### src/rtl/core/brom_pkg.sv
// Shared types, constants and the arctangent table for the range-bearing
// observation model. No dependencies.
`timescale 1ns / 1ps

package brom_pkg;

   // CORDIC depth; stages beyond 32 add nothing
   localparam int CORDIC_ITERATIONS = 16;
   localparam int CORDIC_STAGES = (CORDIC_ITERATIONS > 32) ? 32 : CORDIC_ITERATIONS;

   localparam int XY_W  = 60;   // scaled CORDIC vector width
   localparam int Z_W   = 34;   // Q2.30 angle accumulator with headroom
   localparam int RNG_W = 33;   // range and divisor width
   localparam int DIV_W = 32;   // quotient bits produced per divider chain

   localparam logic [31:0] INV_GAIN_Q32 = 32'h9B74EDA8;
   localparam logic signed [Z_W-1:0] HALF_PI_Q30 = 34'sd1686629713;
   localparam logic signed [17:0] TWO_PI_Q13  = 18'sd51472;
   localparam logic signed [17:0] BEARING_MAX = 18'sd25735;
   localparam logic signed [17:0] BEARING_MIN = -18'sd25736;
   localparam logic [RNG_W-1:0] RANGE_MAX = 33'h1_FFFF_FFFF;
   localparam logic [31:0] ONE_Q30 = 32'h4000_0000;
   localparam logic [31:0] LIM_Q31 = 32'h8000_0000;

   typedef struct packed {
      logic signed [31:0] robot_x;
      logic signed [31:0] robot_y;
      logic signed [15:0] robot_heading;
      logic signed [31:0] landmark_x;
      logic signed [31:0] landmark_y;
   } req_item_type;

   typedef struct packed {
      logic [32:0]        expected_range;
      logic signed [15:0] expected_bearing;
      logic signed [31:0] dx_over_range;
      logic signed [31:0] dy_over_range;
      logic signed [31:0] dy_over_squared;
      logic signed [31:0] dx_over_squared;
      logic               zero_distance;
      logic               saturated;
   } rsp_item_type;

   // item context that travels alongside the datapath
   typedef struct packed {
      logic               valid;
      logic               zero;
      logic               sx;
      logic               sy;
      logic [32:0]        ax;
      logic [32:0]        ay;
      logic signed [15:0] bearing;
      logic [RNG_W-1:0]   range;
      logic [RNG_W-1:0]   rr;
      logic signed [31:0] dxr;
      logic signed [31:0] dyr;
      logic               sat;
      logic               ovf_x;
      logic               ovf_y;
   } side_type;

   typedef struct packed {
      logic signed [XY_W-1:0] x;
      logic signed [XY_W-1:0] y;
      logic signed [Z_W-1:0]  z;
   } vec_type;

   // one divider lane: partial remainder and numerator/quotient shift word
   typedef struct packed {
      logic [RNG_W-1:0] rem;
      logic [DIV_W-1:0] num;
   } lane_type;

   // atan(2^-i) in Q2.30, truncated
   function automatic logic [31:0] atan_q30(input logic [4:0] i);
      logic [31:0] v;
      case (i)
         5'd0:  v = 32'h3243F6A8;
         5'd1:  v = 32'h1DAC6705;
         5'd2:  v = 32'h0FADBAFC;
         5'd3:  v = 32'h07F56EA6;
         5'd4:  v = 32'h03FEAB76;
         5'd5:  v = 32'h01FFD55B;
         5'd6:  v = 32'h00FFFAAA;
         5'd7:  v = 32'h007FFF55;
         5'd8:  v = 32'h003FFFEA;
         5'd9:  v = 32'h001FFFFD;
         5'd10: v = 32'h000FFFFF;
         5'd11: v = 32'h0007FFFF;
         5'd12: v = 32'h0003FFFF;
         5'd13: v = 32'h0001FFFF;
         5'd14: v = 32'h0000FFFF;
         5'd15: v = 32'h00007FFF;
         5'd16: v = 32'h00003FFF;
         5'd17: v = 32'h00001FFF;
         5'd18: v = 32'h00000FFF;
         5'd19: v = 32'h000007FF;
         5'd20: v = 32'h000003FF;
         5'd21: v = 32'h000001FF;
         5'd22: v = 32'h000000FF;
         5'd23: v = 32'h0000007F;
         5'd24: v = 32'h0000003F;
         5'd25: v = 32'h0000001F;
         5'd26: v = 32'h0000000F;
         5'd27: v = 32'h00000008;
         5'd28: v = 32'h00000004;
         5'd29: v = 32'h00000002;
         5'd30: v = 32'h00000001;
         default: v = 32'h00000000;
      endcase
      return v;
   endfunction

endpackage

### src/rtl/core/brom_div_cell.sv
// One restoring-division step for the x and y lanes, divisor from the item
// context. Depends on brom_pkg.
`timescale 1ns / 1ps

module brom_div_cell (
   input  logic               clock,
   input  logic               reset,
   input  logic               en,
   input  brom_pkg::side_type prev_side,
   input  brom_pkg::lane_type prev_lane [2],
   output brom_pkg::side_type next_side,
   output brom_pkg::lane_type next_lane [2]
);

   brom_pkg::side_type side_ff;
   brom_pkg::lane_type lane_ff [2];
   brom_pkg::lane_type lane_in [2];
   logic [brom_pkg::RNG_W:0] trial [2];
   logic                     ge [2];

   // bring down one numerator bit, subtract divisor if it fits
   always_comb begin
      for (int k = 0; k < 2; k++) begin
         trial[k] = {prev_lane[k].rem, prev_lane[k].num[brom_pkg::DIV_W-1]};
         ge[k]    = trial[k] >= {1'b0, prev_side.rr};
         lane_in[k].rem = ge[k] ? brom_pkg::RNG_W'(trial[k] - {1'b0, prev_side.rr})
                                : trial[k][brom_pkg::RNG_W-1:0];
         lane_in[k].num = {prev_lane[k].num[brom_pkg::DIV_W-2:0], ge[k]};
      end
   end

   always_ff @(posedge clock) begin
      if (reset) begin
         side_ff.valid <= 1'b0;
      end else if (en) begin
         side_ff    <= prev_side;
         lane_ff[0] <= lane_in[0];
         lane_ff[1] <= lane_in[1];
      end
   end

   assign next_side = side_ff;
   assign next_lane = lane_ff;

endmodule

### config.mk
export PLATFORM = sky130hd
export DESIGN_NAME = brom_div_cell
export DESIGN_NICKNAME = d
export VERILOG_FILES = /design/src/rtl/core/brom_pkg.sv /design/src/rtl/core/brom_div_cell.sv
export SDC_FILE = /design/constraint.sdc
export NUM_CORES = 1
export LEC_CHECK = 0
export BUFFER_PORTS_ARGS = -buffer_cell sky130_fd_sc_hd__buf_4
export CORE_AREA = 2 2 275 277
export DETAILED_ROUTE_END_ITERATION = 6
export DIE_AREA = 0 0 277 279
export PLACE_DENSITY_LB_ADDON = 0.2
export SYNTH_ARGS = -nofsm -noshare
export SYNTH_HDL_FRONTEND = slang
export SYNTH_SLANG_ARGS = --single-unit
### constraint.sdc
create_clock -name clock -period 20.2 [get_ports clock]
set_input_delay 1.01 -clock clock [delete_from_list [all_inputs] [get_ports clock]]
set_output_delay 1.01 -clock clock [all_outputs]
set_load 0.03 [all_outputs]
==> metrics.csv, run 1 <==
metric,value,unit
wire length of the first global-routing pass,96200,um
Die H,279,um
final global-route overflow total,0,
Boundary Pins,701,
antenna violations before repair,32,
highest attainable clock frequency,218,MHz
Routed WL,72200,um
total CTS buffers,44,
Storage cell area,10500,um^2
post-synthesis cell area,15200,um^2
number of standard cells after synthesis,991,
worst hold slack,578,ps
share of synthesized registers carrying an async set or reset,0,
end of the worst hold path,next_side[218],
worst endpoint data arrival time,4910,ps
sequential-to-total area share from yosys stat,0.690,
number of cell rows,100,
clock-pin transition on the worst setup and hold timing paths,60,ps
Detailed Place HPWL,60400,um
share of layout cells above drive strength 1,0.487,
number of fill cells in the layout,7551,
worst hold path startpoint,next_side[218],
routed vias,11700,
worst reg2reg setup slack,19560,ps
setup repair after global routing missed its margin,no,
area of the die,77300,um^2
worst clock skew,0,ps
required time of the critical path,20520,ps
type of the tightest min-delay check,reg -> reg,
Final setup violation count,0,
Layout Nets,2138,
post-CTS setup repair buffer count,0,
TritonCTS clock tree,built,
Core Footprint,74100,um^2
count of buffers inserted at the top-level ports,700,
initial cell density of the core,0.205,
cell at the root of the clock tree,sky130_fd_sc_hd__clkbuf_16,
number of slew-limit violations in the final report,0,
via count of the first global-routing pass,12100,
clk_lat worst skew,570,ps
1st-iter DRT viols,609,
first drt pass iteration count,5,
number of sinks on the clock net,349,
max-slew headroom at the worst pin,0.114,
number of hold buffers added after CTS,0,
setup total negative slack,0,ps
final antenna-violating net count,0,
Final min period,4590,ps
leakage power figure,9.71,nW
Avg Vias per Cell,4.27,
Post-Syn Area per Cell,15.3,um^2
logic depth of the worst register-to-register path,2,
synthesized net count,1411,
design area,23100,um^2
overall die width,277,um
area occupied by multi-input gates,4340,um^2
worst-margin pin slew,1330,ps
Max clock buf depth,3,
DRC violation count after routing,0,
Setup crit end kind,flop,
flip-flop and latch count after synthesis,349,
H-tree lvl count,2,
max_cap viols,0,
kind of start point of the critical path,primary input,
maximum number of pins on one net before global-route repair,151,
post-synth cell types,67,
count of endpoints failing hold in the final timing report,0,
Worst VDD drop,0.0000601,V
classification of the worst setup path,in -> reg,
"EDFF count, synth",348,
Total GRT Usage,0.179,
drt wl/cell,26.4,um
Area Overhead vs Synth,52.2,%
total power per unit cell area,93.4,nW/um^2
placed inst area,21600,um^2
dominant synthesized flop cell,sky130_fd_sc_hd__edfxtp_1,
worst reg2reg startpoint,next_side[218],
status,"finished, final reports clean",
terminus of the critical flop-to-flop path,next_side[218],
global placement routability congestion,0.915,
Critical Path Fanout Max,27,
yosys synthesis warning count,0,
final worst-path cycle share,0.227,
number of instances on the worst hold path,2,
post-cts sizing count,0,
-- cell usage in the layout, fill, tap and decap left out, drive strengths merged, types with 13 or more instances in the layout --
cell type  instances
nor2              48
nand3             13
clkbuf            45
o21ai             28
xor2              13
inv               61
mux2              48
clkinv            22
a21o              43
buf              706
ha                66
a21oi             51
xnor2             34
nand4             16
edfxtp           348
nor3              16
and3              13
o21a              14
nand2             34
-- cells in the mapped netlist, types with 10 or more instances --
library cell | count | area [um^2]
sky130_fd_sc_hd__o21ai_0 | 28 | 140
sky130_fd_sc_hd__nand2_1 | 34 | 128
sky130_fd_sc_hd__a21oi_1 | 51 | 255
sky130_fd_sc_hd__mux2_2 | 29 | 327
sky130_fd_sc_hd__ha_1 | 66 | 826
sky130_fd_sc_hd__mux2_4 | 19 | 285
sky130_fd_sc_hd__xor2_1 | 13 | 114
sky130_fd_sc_hd__o211ai_1 | 10 | 75.1
sky130_fd_sc_hd__nor2_1 | 48 | 180
sky130_fd_sc_hd__nand3_1 | 13 | 65.1
sky130_fd_sc_hd__inv_1 | 57 | 214
sky130_fd_sc_hd__clkbuf_1 | 21 | 78.8
sky130_fd_sc_hd__o21a_1 | 14 | 105
sky130_fd_sc_hd__a21o_1 | 42 | 315
sky130_fd_sc_hd__o31ai_1 | 10 | 75.1
sky130_fd_sc_hd__xnor2_1 | 34 | 298
sky130_fd_sc_hd__nor3_1 | 16 | 80.1
sky130_fd_sc_hd__and3_1 | 11 | 68.8
sky130_fd_sc_hd__edfxtp_1 | 348 | 10500
sky130_fd_sc_hd__nand4_1 | 16 | 100
-- cell type report --
cell class | instances | area share
Clock buffer | 45 | 0.0479
Tap cell | 969 | 0.0525
Antenna cell | 11 | 0.00119
Multi-Input combinational cell | 559 | 0.188
Inverter | 58 | 0.00976
Sequential cell | 349 | 0.454
Clock inverter | 36 | 0.0169
Timing Repair Buffer | 706 | 0.230
-- metal layers --
layer | global-route usage | up-vias | routed length, um
met1 | 0.182 | 5747 | 25200
met5 | 0 | - | 61
li1 | - | 5319 | -
met2 | 0.332 | 500 | 38700
met4 | 0.0594 | 8 | 1790
met3 | 0.0700 | 109 | 6380
-- stage by stage --
step / utilization / power [W] / instances / worst slack, ps
after floorplan: - / 0.00117 / 991 / 2710
after global placement: 0.291 / 0.00136 / 2641 / 15050
after detailed placement: 0.291 / 0.00136 / 2641 / 15030
after CTS: 0.311 / 0.00219 / 2722 / 15630
after global routing: 0.312 / 0.00225 / 2733 / 15480
final: 0.312 / 0.00216 / 2733 / 15610
-- worst max-delay path by stage --
stage	from	to	slack, ps	depth (start not counted)
after global routing	prev_lane[31]	next_lane[43]	15480	14
after detailed placement	prev_lane[31]	next_lane[47]	15030	14
final	prev_lane[31]	next_lane[56]	15610	14
after CTS	prev_lane[31]	next_lane[43]	15630	14
after floorplan	reset	next_lane[0]	2710	1
after global placement	prev_lane[31]	next_lane[57]	15050	14
-- power by group --
group	switching [W]	internal [W]	leakage, nW
combinational	0.000269	0.000185	5.71
clock	0.000337	0.000481	0.722
sequential	0.0000205	0.000865	3.28
total	0.000626	0.00153	9.71
-- critical path, stage by stage --
cell and delay [ps]:
sky130_fd_sc_hd__buf_4 120, sky130_fd_sc_hd__inv_1 70, sky130_fd_sc_hd__ha_1 180, sky130_fd_sc_hd__inv_1 60, sky130_fd_sc_hd__fa_1 440, sky130_fd_sc_hd__a21o_1 240
sky130_fd_sc_hd__a221oi_2 360, sky130_fd_sc_hd__o221ai_2 200, sky130_fd_sc_hd__a2111o_1 560, sky130_fd_sc_hd__a211oi_4 330, sky130_fd_sc_hd__o31a_4 230, sky130_fd_sc_hd__o21a_1 500
sky130_fd_sc_hd__inv_8 220, sky130_fd_sc_hd__mux2_4 350
-- cells by family (layout without fill, tap and decap cells) --
logic type,after synthesis,in the layout,share of synthesized area
buffers and inverters,83,845,0.0238
XOR/XNOR,47,47,0.0271
AO/OA/AOI/OAI,215,215,0.0993
adder cells (fa/ha/maj),68,68,0.0571
flip-flops,349,349,0.690
multiplexers,53,53,0.0436
other,0,11,0
AND/OR/NAND/NOR,176,176,0.0587
-- registers in the layout, summed over array words and instances (netlist names) --
signal and flops:
next_lane 130, next_side 219
Note: power is estimated with default switching activity, not from simulation.
==> run 2, diff against run 1 <==
--- a/config.mk
+++ b/config.mk
@@ -6,9 +6,9 @@
 export NUM_CORES = 1
 export LEC_CHECK = 0
 export BUFFER_PORTS_ARGS = -buffer_cell sky130_fd_sc_hd__buf_4
-export CORE_AREA = 2 2 275 277
+export CORE_AREA = 2 2 271 273
 export DETAILED_ROUTE_END_ITERATION = 6
-export DIE_AREA = 0 0 277 279
+export DIE_AREA = 0 0 273 275
 export PLACE_DENSITY_LB_ADDON = 0.2
 export SYNTH_ARGS = -nofsm -noshare
 export SYNTH_HDL_FRONTEND = slang
==> constraint.sdc (replaced) <==
create_clock -name clock -period 3.83 [get_ports clock]
set_input_delay 0.1915 -clock clock [delete_from_list [all_inputs] [get_ports clock]]
set_output_delay 0.1915 -clock clock [all_outputs]
set_load 0.03 [all_outputs]
==> run 2 against run 1 <==
Via count is 12% higher. Cell count rose by 13%. Register-to-register slack worse by 17000 ps. Global-route usage increased by 0.42 points. Clock skew unchanged. Design area is 16% higher. Clock power rose to 5.3 times the previous value. Count of clock-buffer cells in the layout grew 7. Sequential cell count is the same. Critical path type unchanged. Critical endpoint is now next_lane[33].
==> metrics.csv, run 2 (same netlist as run 1, synthesis figures left out) <==
metric,value,unit
final antenna-violating net count,0,
count of endpoints failing hold in the final timing report,0,
Boundary Pins,701,
total power per unit cell area,440,nW/um^2
clock-pin transition on the worst setup and hold timing paths,60,ps
buffers and inverters on the worst path,4,
post-CTS setup repair buffer count,0,
setup total negative slack,0,ps
drt wl/cell,23.5,um
Critical Path Max Stage Delay,550,ps
Total GRT Usage,0.183,
Avg Vias per Cell,4.23,
cell type with the highest occurrence count on the critical path,sky130_fd_sc_hd__buf_4,
number of slew-limit violations in the final report,0,
via count of the first global-routing pass,13800,
placed cell count,2652,
Final setup violation count,0,
max_cap viols,0,
classification of the worst setup path,in -> reg,
Max clock buf depth,3,
Detailed Place HPWL,60300,um
"leading cell type in the layout, fill and taps excluded",sky130_fd_sc_hd__buf_4,
Setup crit end kind,flop,
number of standard cells in the final layout excluding fillers,3092,
share of layout cells above drive strength 1,0.411,
maximum number of pins on one net before global-route repair,91,
setup repair after global routing missed its margin,no,
area occupied by multi-input gates,4340,um^2
number of hold buffers added after CTS,343,
clk_lat worst skew,570,ps
Die H,275,um
DRC violation count after routing,0,
Worst Slack Setup Final,281,ps
max-slew headroom at the worst pin,0.478,
kind of cell adding the most delay to the critical path,compound AO/OA/AOI/OAI gates,
Critical Path Fanout Max,7,
worst-margin pin slew,776,ps
"Critical Path, Cell by Cell",dlygate4sd3_1 -> buf_4 -> ha_1 -> inv_1 -> fa_1 -> a21o_1 -> a221oi_2 -> o221ai_2 -> a2111o_1 -> a211oi_4 -> o31a_4 -> o21a_1 -> buf_4 -> mux2_2,
type of the tightest min-delay check,in -> reg,
"commonest non-fill, non-tap cells in the layout","sky130_fd_sc_hd__buf_4, sky130_fd_sc_hd__edfxtp_1, sky130_fd_sc_hd__dlygate4sd3_1",
routed vias,13100,
placed inst area,21700,um^2
global placement routability congestion,0.894,
highest-delay cell along the critical path,sky130_fd_sc_hd__dlygate4sd3_1,
Area Overhead vs Synth,76.2,%
worst endpoint data arrival time,3870,ps
final worst-path cycle share,0.927,
1st-iter DRT viols,695,
required time of the critical path,4150,ps
number of fill cells in the layout,7149,
wire length of the first global-routing pass,97400,um
design area,26700,um^2
first drt pass iteration count,5,
Worst VDD drop,0.000290,V
cell at the root of the clock tree,sky130_fd_sc_hd__clkbuf_16,
antenna violations before repair,37,
worst hold slack,48.4,ps
Core Footprint,72300,um^2
worst clock skew,0,ps
number of flip-flops in the largest register,219,
TritonCTS clock tree,built,
status,"finished, final reports clean",
area of the die,75100,um^2
number of cell rows,99,
number of sinks on the clock net,349,
post-cts sizing count,0,
Layout Nets,2503,
Final min period,3550,ps
initial cell density of the core,0.210,
kind of start point of the critical path,primary input,
Storage cell area,10500,um^2
highest attainable clock frequency,282,MHz
count of buffers inserted at the top-level ports,700,
Routed WL,72500,um
overall die width,273,um
total CTS buffers,45,
H-tree lvl count,2,
leakage power figure,11.3,nW
final global-route overflow total,0,
pre-CTS setup slack,97.0,ps
[run 2: metrics by stage]
step | power, W | util
after detailed placement | 0.00717 | 0.301
after global placement | 0.00717 | 0.301
after floorplan | 0.00608 | -
after CTS | 0.0119 | 0.369
final | 0.0118 | 0.369
after global routing | 0.0122 | 0.369
[run 2: routing by layer]
metal | vias to the layer above | routed length [um] | GRT usage
met5 | - | 46 | 0
met4 | 8 | 1690 | 0.0492
met3 | 124 | 7480 | 0.0802
met2 | 537 | 39400 | 0.350
met1 | 6357 | 23900 | 0.176
li1 | 6047 | - | -
[run 2: path summary, 6_finish.rpt]
kind                       start              to  slack, ps  depth (start not counted)
setup / recovery   prev_side[67]   next_lane[33]        280                         14
hold / removal    prev_lane[127]  next_lane[128]         50                          3
setup reg to reg  next_side[218]  next_side[218]       2690                          3
hold reg to reg   next_side[218]  next_side[218]       1060                          3
[run 2: layout make-up]
| type | count | share of cell area |
|---|---|---|
| sequential | 349 | 0.392 |
| timing repair buffer | 1070 | 0.335 |
| multi-input combinational | 559 | 0.162 |
| tap | 959 | 0.0449 |
| clock buffer | 52 | 0.0439 |
| clock inverter | 31 | 0.0127 |
| inverter | 58 | 0.00843 |
| antenna | 14 | 0.00131 |
[run 2: power by group]
group          switching (W)  internal [W]  leakage, nW
combinational        0.00151       0.00123         7.26
clock                0.00173       0.00261        0.732
sequential          0.000101       0.00456         3.28
[run 2: worst reg2reg max path, delay by kind of cell (launching register included)]
family	cells	cell delay, ps
multiplexers	1	120
AND/OR/NAND/NOR	1	50
flip-flops	1	310
buffers and inverters	1	550
